## src/hw/rtl/dakf_pkg.sv

```systemverilog
// ----------------------------------------------------------------------------
// Dual angle Kalman filter package
// Shared constants, register indexes and types of the dual angle filter.
// ----------------------------------------------------------------------------
package dakf_pkg;

   // Default widths of the angle and variance datapaths.
   localparam int ANGLE_WIDTH_DEF = 16;
   localparam int VAR_WIDTH_DEF   = 20;

   // Configuration register width and reset values (unsigned Q4.16).
   localparam int CFG_WIDTH    = 20;
   localparam int PNOISE_RESET = 65470;
   localparam int MNOISE_RESET = 66;

   // Register indexes on the configuration port.
   localparam int CSR_INDEX_W = 1;
   localparam logic [CSR_INDEX_W-1:0] CSR_PROCESS_NOISE = 1'b0;
   localparam logic [CSR_INDEX_W-1:0] CSR_MEASURE_NOISE = 1'b1;

   // Request kinds.
   localparam logic KIND_PREDICT = 1'b0;
   localparam logic KIND_UPDATE  = 1'b1;

   // Angle constants in Q4.12 and the Q1.16 gain scale.
   localparam int ANG_PI     = 12868;
   localparam int ANG_TWO_PI = 25736;
   localparam int GAIN_SHIFT = 16;
   localparam int GAIN_ONE   = 65536;

   // Status of the serial divider as seen by the sequencer.
   typedef struct packed {
      logic busy;
      logic done;
   } dakf_div_stat_type;

endpackage

```

## src/hw/rtl/dakf_if.sv

```systemverilog
// ----------------------------------------------------------------------------
// Dual angle Kalman filter channels
// Valid/ready interfaces for the request and response channels.
// ----------------------------------------------------------------------------
interface dakf_req_if #(
   parameter int ANGLE_WIDTH = dakf_pkg::ANGLE_WIDTH_DEF
);
   logic                          valid;
   logic                          ready;
   logic                          kind;
   logic signed [ANGLE_WIDTH-1:0] yaw_value;
   logic signed [ANGLE_WIDTH-1:0] pitch_value;

   modport source (output valid, kind, yaw_value, pitch_value, input ready);
   modport sink   (input valid, kind, yaw_value, pitch_value, output ready);
endinterface

interface dakf_rsp_if #(
   parameter int ANGLE_WIDTH = dakf_pkg::ANGLE_WIDTH_DEF,
   parameter int VAR_WIDTH   = dakf_pkg::VAR_WIDTH_DEF
);
   logic                          valid;
   logic                          ready;
   logic signed [ANGLE_WIDTH-1:0] yaw_estimate;
   logic signed [ANGLE_WIDTH-1:0] pitch_estimate;
   logic        [VAR_WIDTH-1:0]   yaw_variance;
   logic        [VAR_WIDTH-1:0]   pitch_variance;

   modport source (output valid, yaw_estimate, pitch_estimate, yaw_variance,
                   pitch_variance, input ready);
   modport sink   (input valid, yaw_estimate, pitch_estimate, yaw_variance,
                   pitch_variance, output ready);
endinterface

```

## src/hw/rtl/dakf_divider.sv

```systemverilog
// ----------------------------------------------------------------------------
// Dual angle Kalman filter serial divider
// Restoring divider that produces one quotient bit per cycle.
// ----------------------------------------------------------------------------
module dakf_divider #(
   parameter int DEN_W = 21,
   parameter int QUO_W = 17
) (
   input  logic                          clock,
   input  logic                          reset,
   input  logic                          start,
   input  logic [DEN_W+QUO_W-1:0]        dividend,
   input  logic [DEN_W-1:0]              divisor,
   output logic [QUO_W-1:0]              quotient,
   output dakf_pkg::dakf_div_stat_type   stat
);
   import dakf_pkg::*;

   localparam int REM_W = DEN_W + QUO_W;
   localparam int CNT_W = $clog2(QUO_W + 1);

   logic [REM_W-1:0] rem_ff, rem_in;
   logic [REM_W-1:0] dsh_ff, dsh_in;
   logic [QUO_W-1:0] quo_ff, quo_in;
   logic [CNT_W-1:0] cnt_ff, cnt_in;
   logic             busy_ff, busy_in;
   logic             done_ff, done_in;
   logic             fits;

   // The shifted divisor fits when it does not exceed the remainder.
   assign fits = (rem_ff >= dsh_ff);

   // One compare and subtract per cycle, the divisor walking right.
   always_comb begin
      rem_in  = rem_ff;
      dsh_in  = dsh_ff;
      quo_in  = quo_ff;
      cnt_in  = cnt_ff;
      busy_in = busy_ff;
      done_in = 1'b0;
      if (busy_ff) begin
         if (fits) begin
            rem_in = rem_ff - dsh_ff;
         end
         quo_in = {quo_ff[QUO_W-2:0], fits};
         dsh_in = dsh_ff >> 1;
         cnt_in = cnt_ff - CNT_W'(1);
         if (cnt_ff == CNT_W'(1)) begin
            busy_in = 1'b0;
            done_in = 1'b1;
         end
      end else if (start) begin
         rem_in  = dividend;
         dsh_in  = REM_W'(divisor) << (QUO_W - 1);
         quo_in  = '0;
         cnt_in  = CNT_W'(QUO_W);
         busy_in = 1'b1;
      end
   end

   // Control state is reset; the datapath registers are not.
   always_ff @(posedge clock) begin
      if (reset) begin
         busy_ff <= 1'b0;
         done_ff <= 1'b0;
         cnt_ff  <= '0;
      end else begin
         busy_ff <= busy_in;
         done_ff <= done_in;
         cnt_ff  <= cnt_in;
      end
      rem_ff <= rem_in;
      dsh_ff <= dsh_in;
      quo_ff <= quo_in;
   end

   assign quotient  = quo_ff;
   assign stat.busy = busy_ff;
   assign stat.done = done_ff;

   // A start while busy would be dropped.
   a_start_idle: assert property (@(posedge clock) disable iff (reset)
      start |-> !busy_ff)
      else $error("divider started while busy");

   // A run lasts until the count expires, then reports done once.
   a_done_after_busy: assert property (@(posedge clock) disable iff (reset)
      done_ff |-> ($past(busy_ff) && !busy_ff))
      else $error("divider done without a finished run");

   a_start_runs: assert property (@(posedge clock) disable iff (reset)
      (start && !busy_ff) |=> (busy_ff && cnt_ff == CNT_W'(QUO_W)))
      else $error("divider failed to begin a run");

endmodule

```

## src/hw/rtl/dual_angle_kalman_filter.sv

```systemverilog
// ----------------------------------------------------------------------------
// Dual angle Kalman filter
// Two scalar Kalman filters (yaw and pitch) on wrapped Q4.12 angles.
// ----------------------------------------------------------------------------
//  channel   direction  handshake     payload
//  req_bus   in         valid/ready   kind, yaw_value, pitch_value
//  rsp_bus   out        valid/ready   yaw/pitch estimate, yaw/pitch variance
//  csr_*     in         write enable  csr_index, csr_wdata
//
// A predict request goes through S_PRED to S_DONE, which loads its response.
// An update request works on each axis in turn, pitch first: S_PICK, then
// S_DIV (the 17-step serial divider for its gain), then two passes through
// the shared multiplier (S_MULC, S_CORR) for the correction and the variance
// scaling, written back in S_VAR; an axis with a zero denominator skips
// the divider. S_DONE loads the response once the output register is free.
// One request is worked on at a time, so a new request is accepted only after
// the previous one has left S_DONE; a request is accepted while the last
// response still waits in the output register. Reset is synchronous and clears
// the filter state, noise settings and control flags, not the data registers.
// ----------------------------------------------------------------------------
module dual_angle_kalman_filter #(
   parameter int ANGLE_WIDTH = dakf_pkg::ANGLE_WIDTH_DEF,
   parameter int VAR_WIDTH   = dakf_pkg::VAR_WIDTH_DEF
) (
   input  logic                               clock,
   input  logic                               reset,
   dakf_req_if.sink                           req_bus,
   dakf_rsp_if.source                         rsp_bus,
   input  logic                               csr_we,
   input  logic [dakf_pkg::CSR_INDEX_W-1:0]   csr_index,
   input  logic [dakf_pkg::CFG_WIDTH-1:0]     csr_wdata
);
   import dakf_pkg::*;

   localparam int EXT_W   = ((ANGLE_WIDTH > 16) ? ANGLE_WIDTH : 16) + 3;
   localparam int SUM_W   = ((VAR_WIDTH > CFG_WIDTH) ? VAR_WIDTH : CFG_WIDTH) + 1;
   localparam int MUL_A_W = (EXT_W > VAR_WIDTH) ? EXT_W : VAR_WIDTH;
   localparam int GAIN_W  = GAIN_SHIFT + 1;
   localparam int PROD_W  = MUL_A_W + GAIN_W;
   localparam int DIVD_W  = SUM_W + GAIN_W;

   localparam logic signed [EXT_W-1:0] PI_X     = EXT_W'(ANG_PI);
   localparam logic signed [EXT_W-1:0] TWO_PI_X = EXT_W'(ANG_TWO_PI);
   localparam logic signed [EXT_W-1:0] ANG_MAX_X =
      {{(EXT_W-ANGLE_WIDTH+1){1'b0}}, {(ANGLE_WIDTH-1){1'b1}}};
   localparam logic signed [EXT_W-1:0] ANG_MIN_X = ~ANG_MAX_X;
   localparam logic [GAIN_W-1:0] GAIN_ONE_G = GAIN_W'(GAIN_ONE);
   localparam logic [PROD_W-1:0] ROUND_P    = PROD_W'(GAIN_ONE / 2);
   localparam logic [SUM_W-1:0]  VAR_FULL   =
      {{(SUM_W-VAR_WIDTH){1'b0}}, {VAR_WIDTH{1'b1}}};

   // Sequencer states.
   localparam logic [2:0] S_IDLE = 3'd0;
   localparam logic [2:0] S_PRED = 3'd1;
   localparam logic [2:0] S_PICK = 3'd2;
   localparam logic [2:0] S_DIV  = 3'd3;
   localparam logic [2:0] S_MULC = 3'd4;
   localparam logic [2:0] S_CORR = 3'd5;
   localparam logic [2:0] S_VAR  = 3'd6;
   localparam logic [2:0] S_DONE = 3'd7;

   // Wrap once into [-pi, pi] and saturate to the angle range.
   function automatic logic signed [ANGLE_WIDTH-1:0] wrap_sat(
      input logic signed [EXT_W-1:0] a);
      logic signed [EXT_W-1:0] b;
      if (a > PI_X) begin
         b = a - TWO_PI_X;
      end else if (a < -PI_X) begin
         b = a + TWO_PI_X;
      end else begin
         b = a;
      end
      if (b > ANG_MAX_X) begin
         b = ANG_MAX_X;
      end else if (b < ANG_MIN_X) begin
         b = ANG_MIN_X;
      end
      return b[ANGLE_WIDTH-1:0];
   endfunction

   function automatic logic [EXT_W-1:0] abs_x(input logic signed [EXT_W-1:0] v);
      return v[EXT_W-1] ? $unsigned(-v) : $unsigned(v);
   endfunction

   // Choose among m, m+-pi and m-2pi (m > 0) or m+2pi (else) the candidate
   // nearest the estimate; the earlier candidate wins a tie.
   function automatic logic signed [EXT_W-1:0] pick_cand(
      input logic signed [ANGLE_WIDTH-1:0] est,
      input logic signed [ANGLE_WIDTH-1:0] meas);
      logic signed [EXT_W-1:0] e, m, c1, c2, c3, best;
      logic        [EXT_W-1:0] bd, d1, d2, d3;
      e = EXT_W'(est);
      m = EXT_W'(meas);
      if (m > 0) begin
         c1 = m - PI_X;
         c2 = m - TWO_PI_X;
         c3 = m + PI_X;
      end else begin
         c1 = m + PI_X;
         c2 = m + TWO_PI_X;
         c3 = m - PI_X;
      end
      d1   = abs_x(c1 - e);
      d2   = abs_x(c2 - e);
      d3   = abs_x(c3 - e);
      best = m;
      bd   = abs_x(m - e);
      if (d1 < bd) begin
         best = c1;
         bd   = d1;
      end
      if (d2 < bd) begin
         best = c2;
         bd   = d2;
      end
      if (d3 < bd) begin
         best = c3;
      end
      return best;
   endfunction

   logic [2:0]                    state_ff, state_in;
   logic                          axis_ff, axis_in;      // 0 pitch, 1 yaw
   logic signed [ANGLE_WIDTH-1:0] yaw_meas_ff, yaw_meas_in;
   logic signed [ANGLE_WIDTH-1:0] pitch_meas_ff, pitch_meas_in;
   logic signed [ANGLE_WIDTH-1:0] yaw_angle_ff, yaw_angle_in;
   logic signed [ANGLE_WIDTH-1:0] pitch_angle_ff, pitch_angle_in;
   logic        [VAR_WIDTH-1:0]   yaw_var_ff, yaw_var_in;
   logic        [VAR_WIDTH-1:0]   pitch_var_ff, pitch_var_in;
   logic        [CFG_WIDTH-1:0]   pnoise_ff, pnoise_in;
   logic        [CFG_WIDTH-1:0]   mnoise_ff, mnoise_in;
   logic signed [EXT_W-1:0]       y_ff, y_in;
   logic        [GAIN_W-1:0]      g_ff, g_in;
   logic        [PROD_W-1:0]      prod_ff, prod_in;
   logic                          rsp_valid_ff, rsp_valid_in;
   logic signed [ANGLE_WIDTH-1:0] rsp_yaw_est_ff, rsp_yaw_est_in;
   logic signed [ANGLE_WIDTH-1:0] rsp_pitch_est_ff, rsp_pitch_est_in;
   logic        [VAR_WIDTH-1:0]   rsp_yaw_var_ff, rsp_yaw_var_in;
   logic        [VAR_WIDTH-1:0]   rsp_pitch_var_ff, rsp_pitch_var_in;

   logic signed [ANGLE_WIDTH-1:0] cur_angle, cur_meas, upd_angle;
   logic        [VAR_WIDTH-1:0]   cur_var, new_var;
   logic        [SUM_W-1:0]       sum_s, yaw_pvar, pitch_pvar;
   logic        [DIVD_W-1:0]      div_dividend;
   logic        [GAIN_W-1:0]      div_quotient;
   logic                          div_start;
   dakf_div_stat_type             div_stat;
   logic        [MUL_A_W-1:0]     mul_a;
   logic        [GAIN_W-1:0]      mul_b;
   logic        [PROD_W-1:0]      prod_round, prod_scaled;
   logic signed [EXT_W-1:0]       corr_mag, corr;

   // Operands of the axis being updated.
   assign cur_angle = axis_ff ? yaw_angle_ff : pitch_angle_ff;
   assign cur_meas  = axis_ff ? yaw_meas_ff : pitch_meas_ff;
   assign cur_var   = axis_ff ? yaw_var_ff : pitch_var_ff;

   // Gain division: (var * 2^16 + s / 2) / s with s = var + measure noise.
   assign sum_s        = SUM_W'(cur_var) + SUM_W'(mnoise_ff);
   assign div_dividend = (DIVD_W'(cur_var) << GAIN_SHIFT) + DIVD_W'(sum_s >> 1);

   dakf_divider #(
      .DEN_W (SUM_W),
      .QUO_W (GAIN_W)
   ) u_divider (
      .clock    (clock),
      .reset    (reset),
      .start    (div_start),
      .dividend (div_dividend),
      .divisor  (sum_s),
      .quotient (div_quotient),
      .stat     (div_stat)
   );

   // Shared multiplier: gain times |y| first, then var times (1 - gain).
   always_comb begin
      if (state_ff == S_CORR) begin
         mul_a = MUL_A_W'(cur_var);
         mul_b = GAIN_ONE_G - g_ff;
      end else begin
         mul_a = MUL_A_W'(abs_x(y_ff));
         mul_b = g_ff;
      end
   end
   assign prod_in = PROD_W'(mul_a) * PROD_W'(mul_b);

   // Round the product half up and drop the gain fraction.
   assign prod_round  = prod_ff + ROUND_P;
   assign prod_scaled = prod_round >> GAIN_SHIFT;
   assign corr_mag    = $signed(prod_scaled[EXT_W-1:0]);
   assign corr        = y_ff[EXT_W-1] ? -corr_mag : corr_mag;
   assign upd_angle   = wrap_sat(EXT_W'(cur_angle) + corr);
   assign new_var     = (prod_scaled > PROD_W'(cur_var)) ? cur_var
                                                         : prod_scaled[VAR_WIDTH-1:0];

   // Predict: variance grows by the process noise and saturates.
   assign yaw_pvar   = SUM_W'(yaw_var_ff) + SUM_W'(pnoise_ff);
   assign pitch_pvar = SUM_W'(pitch_var_ff) + SUM_W'(pnoise_ff);

   // Sequencer and datapath next values.
   always_comb begin
      state_in         = state_ff;
      axis_in          = axis_ff;
      yaw_meas_in      = yaw_meas_ff;
      pitch_meas_in    = pitch_meas_ff;
      yaw_angle_in     = yaw_angle_ff;
      pitch_angle_in   = pitch_angle_ff;
      yaw_var_in       = yaw_var_ff;
      pitch_var_in     = pitch_var_ff;
      pnoise_in        = pnoise_ff;
      mnoise_in        = mnoise_ff;
      y_in             = y_ff;
      g_in             = g_ff;
      rsp_valid_in     = rsp_valid_ff;
      rsp_yaw_est_in   = rsp_yaw_est_ff;
      rsp_pitch_est_in = rsp_pitch_est_ff;
      rsp_yaw_var_in   = rsp_yaw_var_ff;
      rsp_pitch_var_in = rsp_pitch_var_ff;
      div_start        = 1'b0;

      // Configuration writes.
      if (csr_we) begin
         unique case (csr_index)
            CSR_PROCESS_NOISE: pnoise_in = csr_wdata;
            CSR_MEASURE_NOISE: mnoise_in = csr_wdata;
            default: ;
         endcase
      end

      // A taken response frees the output register.
      if (rsp_valid_ff && rsp_bus.ready) begin
         rsp_valid_in = 1'b0;
      end

      unique case (state_ff)
         S_IDLE: begin
            if (req_bus.valid) begin
               yaw_meas_in   = req_bus.yaw_value;
               pitch_meas_in = req_bus.pitch_value;
               axis_in       = 1'b0;
               state_in      = (req_bus.kind == KIND_UPDATE) ? S_PICK : S_PRED;
            end
         end
         S_PRED: begin
            yaw_var_in     = (yaw_pvar > VAR_FULL) ? VAR_FULL[VAR_WIDTH-1:0]
                                                   : yaw_pvar[VAR_WIDTH-1:0];
            pitch_var_in   = (pitch_pvar > VAR_FULL) ? VAR_FULL[VAR_WIDTH-1:0]
                                                     : pitch_pvar[VAR_WIDTH-1:0];
            yaw_angle_in   = wrap_sat(EXT_W'(yaw_angle_ff) + EXT_W'(yaw_meas_ff));
            pitch_angle_in = wrap_sat(EXT_W'(pitch_angle_ff) + EXT_W'(pitch_meas_ff));
            state_in       = S_DONE;
         end
         S_PICK: begin
            y_in = pick_cand(cur_angle, cur_meas) - EXT_W'(cur_angle);
            if (sum_s == '0) begin
               // No variance and no noise: zero gain, nothing to divide.
               g_in     = '0;
               state_in = S_MULC;
            end else begin
               div_start = 1'b1;
               state_in  = S_DIV;
            end
         end
         S_DIV: begin
            if (div_stat.done) begin
               g_in     = (div_quotient > GAIN_ONE_G) ? GAIN_ONE_G : div_quotient;
               state_in = S_MULC;
            end
         end
         S_MULC: begin
            state_in = S_CORR;
         end
         S_CORR: begin
            if (axis_ff) begin
               yaw_angle_in = upd_angle;
            end else begin
               pitch_angle_in = upd_angle;
            end
            state_in = S_VAR;
         end
         S_VAR: begin
            if (axis_ff) begin
               yaw_var_in = new_var;
               state_in   = S_DONE;
            end else begin
               pitch_var_in = new_var;
               axis_in      = 1'b1;
               state_in     = S_PICK;
            end
         end
         S_DONE: begin
            if (!rsp_valid_ff || rsp_bus.ready) begin
               rsp_valid_in     = 1'b1;
               rsp_yaw_est_in   = yaw_angle_ff;
               rsp_pitch_est_in = pitch_angle_ff;
               rsp_yaw_var_in   = yaw_var_ff;
               rsp_pitch_var_in = pitch_var_ff;
               state_in         = S_IDLE;
            end
         end
         default: state_in = S_IDLE;
      endcase
   end

   // Registers.
   always_ff @(posedge clock) begin
      if (reset) begin
         state_ff       <= S_IDLE;
         axis_ff        <= 1'b0;
         yaw_angle_ff   <= '0;
         pitch_angle_ff <= '0;
         yaw_var_ff     <= '0;
         pitch_var_ff   <= '0;
         pnoise_ff      <= CFG_WIDTH'(PNOISE_RESET);
         mnoise_ff      <= CFG_WIDTH'(MNOISE_RESET);
         rsp_valid_ff   <= 1'b0;
      end else begin
         state_ff       <= state_in;
         axis_ff        <= axis_in;
         yaw_angle_ff   <= yaw_angle_in;
         pitch_angle_ff <= pitch_angle_in;
         yaw_var_ff     <= yaw_var_in;
         pitch_var_ff   <= pitch_var_in;
         pnoise_ff      <= pnoise_in;
         mnoise_ff      <= mnoise_in;
         rsp_valid_ff   <= rsp_valid_in;
      end
      yaw_meas_ff      <= yaw_meas_in;
      pitch_meas_ff    <= pitch_meas_in;
      y_ff             <= y_in;
      g_ff             <= g_in;
      prod_ff          <= prod_in;
      rsp_yaw_est_ff   <= rsp_yaw_est_in;
      rsp_pitch_est_ff <= rsp_pitch_est_in;
      rsp_yaw_var_ff   <= rsp_yaw_var_in;
      rsp_pitch_var_ff <= rsp_pitch_var_in;
   end

   // Channel outputs.
   assign req_bus.ready          = (state_ff == S_IDLE);
   assign rsp_bus.valid          = rsp_valid_ff;
   assign rsp_bus.yaw_estimate   = rsp_yaw_est_ff;
   assign rsp_bus.pitch_estimate = rsp_pitch_est_ff;
   assign rsp_bus.yaw_variance   = rsp_yaw_var_ff;
   assign rsp_bus.pitch_variance = rsp_pitch_var_ff;

   // An accepted request keeps the block busy in the following cycle.
   a_busy_after_accept: assert property (@(posedge clock) disable iff (reset)
      (req_bus.valid && req_bus.ready) |=> !req_bus.ready)
      else $error("request accepted while the previous one is in work");

   // The gain never exceeds one when the correction is applied.
   a_gain_range: assert property (@(posedge clock) disable iff (reset)
      (state_ff == S_CORR) |-> (g_ff <= GAIN_ONE_G))
      else $error("gain above one");

   // A response appears only when the sequencer finishes a request.
   a_rsp_from_done: assert property (@(posedge clock) disable iff (reset)
      $rose(rsp_valid_ff) |-> ($past(state_ff) == S_DONE))
      else $error("response loaded outside the finish state");

   // The update never increases a variance.
   a_var_shrinks: assert property (@(posedge clock) disable iff (reset)
      (state_ff == S_VAR) |=> ($past(axis_ff) ? (yaw_var_ff <= $past(yaw_var_ff))
                                              : (pitch_var_ff <= $past(pitch_var_ff))))
      else $error("update raised a variance");

endmodule
```

## src/flat_wrapper.sv

```systemverilog
// flat-port wrapper written by rule: the top's interface ports become plain ports
module dual_angle_kalman_filter_flat import dakf_pkg::*;
#(
   parameter int ANGLE_WIDTH = dakf_pkg::ANGLE_WIDTH_DEF,
   parameter int VAR_WIDTH   = dakf_pkg::VAR_WIDTH_DEF
)
  (clock, reset, csr_we, csr_index, csr_wdata, req_bus_valid, req_bus_kind, req_bus_yaw_value, req_bus_pitch_value, req_bus_ready, rsp_bus_valid, rsp_bus_yaw_estimate, rsp_bus_pitch_estimate, rsp_bus_yaw_variance, rsp_bus_pitch_variance, rsp_bus_ready);
  dakf_req_if #(.ANGLE_WIDTH(ANGLE_WIDTH)) req_bus_i ();
  dakf_rsp_if #(.ANGLE_WIDTH(ANGLE_WIDTH), .VAR_WIDTH(VAR_WIDTH)) rsp_bus_i ();
  input  logic clock;
  input  logic reset;
  input  logic csr_we;
  input  logic [dakf_pkg::CSR_INDEX_W-1:0] csr_index;
  input  logic [dakf_pkg::CFG_WIDTH-1:0] csr_wdata;
  input wire logic [$bits(req_bus_i.valid)-1:0] req_bus_valid;
  input wire logic [$bits(req_bus_i.kind)-1:0] req_bus_kind;
  input wire logic [$bits(req_bus_i.yaw_value)-1:0] req_bus_yaw_value;
  input wire logic [$bits(req_bus_i.pitch_value)-1:0] req_bus_pitch_value;
  output wire logic [$bits(req_bus_i.ready)-1:0] req_bus_ready;
  output wire logic [$bits(rsp_bus_i.valid)-1:0] rsp_bus_valid;
  output wire logic [$bits(rsp_bus_i.yaw_estimate)-1:0] rsp_bus_yaw_estimate;
  output wire logic [$bits(rsp_bus_i.pitch_estimate)-1:0] rsp_bus_pitch_estimate;
  output wire logic [$bits(rsp_bus_i.yaw_variance)-1:0] rsp_bus_yaw_variance;
  output wire logic [$bits(rsp_bus_i.pitch_variance)-1:0] rsp_bus_pitch_variance;
  input wire logic [$bits(rsp_bus_i.ready)-1:0] rsp_bus_ready;
  assign req_bus_i.valid = req_bus_valid;
  assign req_bus_i.kind = req_bus_kind;
  assign req_bus_i.yaw_value = req_bus_yaw_value;
  assign req_bus_i.pitch_value = req_bus_pitch_value;
  assign req_bus_ready = req_bus_i.ready;
  assign rsp_bus_valid = rsp_bus_i.valid;
  assign rsp_bus_yaw_estimate = rsp_bus_i.yaw_estimate;
  assign rsp_bus_pitch_estimate = rsp_bus_i.pitch_estimate;
  assign rsp_bus_yaw_variance = rsp_bus_i.yaw_variance;
  assign rsp_bus_pitch_variance = rsp_bus_i.pitch_variance;
  assign rsp_bus_i.ready = rsp_bus_ready;
  dual_angle_kalman_filter #(.ANGLE_WIDTH(ANGLE_WIDTH), .VAR_WIDTH(VAR_WIDTH)) u_core (.clock(clock), .reset(reset), .req_bus(req_bus_i), .rsp_bus(rsp_bus_i), .csr_we(csr_we), .csr_index(csr_index), .csr_wdata(csr_wdata));
endmodule
```

## config.mk

```make
export PLATFORM = sky130hd
export DESIGN_NAME = dual_angle_kalman_filter_flat
export DESIGN_NICKNAME = d
export VERILOG_FILES = /design/src/hw/rtl/dakf_pkg.sv /design/src/hw/rtl/dakf_if.sv /design/src/hw/rtl/dakf_divider.sv /design/src/hw/rtl/dual_angle_kalman_filter.sv /design/src/flat_wrapper.sv
export SDC_FILE = /design/constraint.sdc
export NUM_CORES = 2
export LEC_CHECK = 0
export BUFFER_PORTS_ARGS = -buffer_cell sky130_fd_sc_hd__buf_2
export CORE_AREA = 10 10 395 397
export CTS_BUF_LIST = sky130_fd_sc_hd__clkbuf_16
export DETAILED_ROUTE_END_ITERATION = 6
export DIE_AREA = 0 0 405 407
export MAX_ROUTING_LAYER = met4
export PLACE_DENSITY = 0.52
export SYNTH_ARGS = -nofsm -noshare
export SYNTH_HDL_FRONTEND = slang
export SYNTH_SLANG_ARGS = --single-unit
```

## constraint.sdc

```tcl
create_clock -name clock -period 14.86 [get_ports clock]
set_input_delay 2.229 -clock clock [delete_from_list [all_inputs] [get_ports clock]]
set_output_delay 2.229 -clock clock [all_outputs]
set_load 0.01 [all_outputs]
```

==> flow_summary.yaml <==
global_routing:
  busiest_layer: "met2"
  met1_usage: 0.248
  grt_max_degree: 76
  grt_pass1_vias: 37867
  grt_usage: 0.183
  antenna_found_initial: 5
  use_met2: 0.292
  grt_pass1_wl_um: 230000
  grt-ovfl-total: 0
  met3_usage: 0.0179
critical_path:
  required_ns: 15.22
  path_max_fanout: 7
  cp-end-kind: "register"
  reg2reg_from: "u_core.axis_ff"
  cp_common_cell: "o21a_1"
  critPathSlowestCell: "or4_4"
  cp_data_arrival_time_ns: 14.46
  setup.worst_path.class: "register to register"
  crit_path_start: "u_core.axis_ff"
  critical-path-max-stage-delay_ns: 0.58
  ff2ff_setup_slack_ns: 0.76
  r2r-end: "u_core.y_ff[15]"
  reg2reg_depth: 75
  start_kind: "register"
detailed_routing:
  totalWireLength_um: 151000
  via_per_inst: 5.23
  first_pass_iters: 5
  drc: 0
  ant_nets: 0
  wl_per_cell_um: 20.5
  drt_iter0_markers: 2955
  num_vias: 38522
floorplanning:
  dieArea_um2: 165000
  coreArea_um2: 147000
  die_w_um: 405
  initial_core_util: 0.299
  die_h_um: 407
  placementRows: 141
  ios: 133
timing:
  fin_crit_sh: 0.949
  max_slew_margin: 0.201
  skew_ns: 0.0505
  tightest_slew_ns: 1.19
  hold_ws_ns: 0.461
  fin_ws_ns: 0.757
  setup_viol: 0
  hold_viol: 0
  fmaxAchievable_mhz: 70.9
  report.final.slew_viol_count: 0
  period_needed_ns: 14.10
place:
  place_congestion: 0.934
  io_buffers: 132
  place_hpwl_um: 119000
  dpl_worst_slack_ns: -0.108
logic_synthesis:
  yosys_most_used_dff: "edfxtp_1"
  syn_inst: 5202
  synth_area_leader_cell: "edfxtp_1"
  async_reset_ff_frac: 0
  netlist.area_leader.share: 0.158
  synth-edff-count: 232
  ys_ff_latch: 378
  synth.distinct_cells: 98
  syn-cell-area_um2: 44100
  post-synth-top-count-cell: "nand2_1"
  synth-warning-count: 0
  ys_seq_area_frac: 0.224
  syn_area_per_cell_um2: 8.48
  ys_top_cells_by_area: "edfxtp_1 (16%), fa_1 (13%), ha_1 (12%)"
  synthTopCellsByCount: "nand2_1 (590), inv_1 (532), nor2_1 (440)"
clocking:
  numCtsBuffers: 41
  insertion_delay_ns: 0.62
  htreeDepth: 2
  clock_path_buffers: 3
  cts_sinks: 378
  cts_tree: "built"
  cts-root-buf: "clkbuf_16"
  clk_pin_slew_ns: 0.07
worst_hold_path:
  min_from: "u_core.mnoise_ff[7]"
  whs_endpoint: "u_core.mnoise_ff[7]"
  min_path_type: "register to register"
  hold_path_depth: 2
outcome:
  status: "complete, no violations"
layout:
  areaGrowthSynthToFinish_pct: 13.3
  fillers: 15504
  layout-drive-gt1-share: 0.104
  nNetsFinal: 6163
job:
  max_cap_violations: 0
-- worst max-delay path, delay by kind of cell, from the launching register on --
| kind | cells | cell delay, ns |
|---|---|---|
| AO/OA/AOI/OAI | 44 | 7.20 |
| AND/OR/NAND/NOR | 16 | 2.93 |
| adder cells (fa/ha/maj) | 5 | 1.51 |
| multiplexers | 3 | 0.81 |
| buffers and inverters | 5 | 0.75 |
| flip-flops | 1 | 0.41 |
| XOR/XNOR | 2 | 0.23 |
-- area by class of cell --
class,count,area [um2],area share
multi-input cells,4110,31900,0.639
flip-flops and latches,378,9900,0.198
well taps,1930,2410,0.0483
repair buffers,330,2270,0.0453
inverters,535,2010,0.0403
clock buffers,42,1050,0.0210
clock inverters,34,394,0.00789
diodes,3,7.51,0.000150
-- stage by stage --
stage                     utilization  TNS (ns)  instances  instance area, um2
after global placement          0.325         0       7250               47900
after detailed placement        0.325    -0.109       7250               47900
final                           0.339         0       7362               50000
after floorplan                     -         0       5206               44200
after global routing            0.339    -0.286       7362               50000
after CTS                       0.335         0       7327               49400
-- layout by cell type (no fill, tap or decap), types with 33 or more instances in the layout --
cell       synthesis  final
nand2_1          590    584
inv_1            532    537
nor2_1           440    431
ha_1             431    430
fa_1             277    277
a21oi_1          283    270
xnor2_1          270    265
edfxtp_1         232    232
o21ai_0          228    209
buf_4              2    187
dfxtp_1          146    144
buf_2              5    131
xor2_1           123    121
a21o_1           115    115
nor3_1           106    105
and2_1           106    105
nand3_1           97     96
nor2b_1           75     74
mux2i_1           82     66
o21a_1            58     57
nand2b_1          56     55
a211oi_1          48     47
clkbuf_16          0     44
o211ai_1          41     41
a311oi_1          41     41
a31oi_1           41     40
nand4_1           38     38
o21bai_1          35     35
mux2_2            36     35
o31ai_1           36     33
o21ai_1           20     33
-- repair_timing --
action / 4_1_cts / 5_1_grt
setup endpoints to repair: 6 / 12
hold buffers: 0 / 0
setup buffers: 1 / 30
pin swaps: 0 / 48
gates cloned: 0 / 2
resized for setup: 7 / 86
-- routing by layer --
| metal | vias up | share of wire |
|---|---|---|
| met1 | 18781 | 0.47 |
| met2 | 997 | 0.46 |
| met5 | - | 0 |
| met4 | 0 | 0.027 |
| li1 | 18524 | - |
| met3 | 220 | 0.047 |
-- sequential cells by signal (all words and copies together) (netlist names), 17 cells and up --
register	count
u_core.u_divider.quotient	17
u_core.rsp_bus.yaw_variance	20
u_core.y_ff	19
u_core.rsp_bus.pitch_variance	20
u_core.mnoise_ff	20
u_core.u_divider.dsh_ff	37
u_core.u_divider.rem_ff	38
u_core.prod_ff	22
u_core.pitch_var_ff	20
u_core.yaw_var_ff	20
u_core.pnoise_ff	20
u_core.g_ff	17
-- how the worst max path moves through the flow --
stage | end | depth (start not counted) | slack, ns
floorplan | u_core.y_ff[16] | 84 | 0.01
global placement | u_core.y_ff[15] | 76 | 0.09
detailed placement | u_core.y_ff[15] | 77 | -0.11
CTS | u_core.y_ff[15] | 78 | 0.02
global route | u_core.y_ff[15] | 77 | -0.12
finish | u_core.y_ff[15] | 75 | 0.76
-- kinds of logic after synthesis --
kind of cell | Yosys count | synth area share
fa+ha+maj | 710 | 0.248
compound gates | 1178 | 0.178
flops | 378 | 0.224
other cells | 2 | 0.000170
xor+xnor | 393 | 0.0781
mux | 118 | 0.0278
buf+inv | 718 | 0.0618
simple gates | 1705 | 0.182
Power is left out: the tool's default activity adds up to more than one toggle a clock period on the data nets, which glitch-free logic cannot reach.
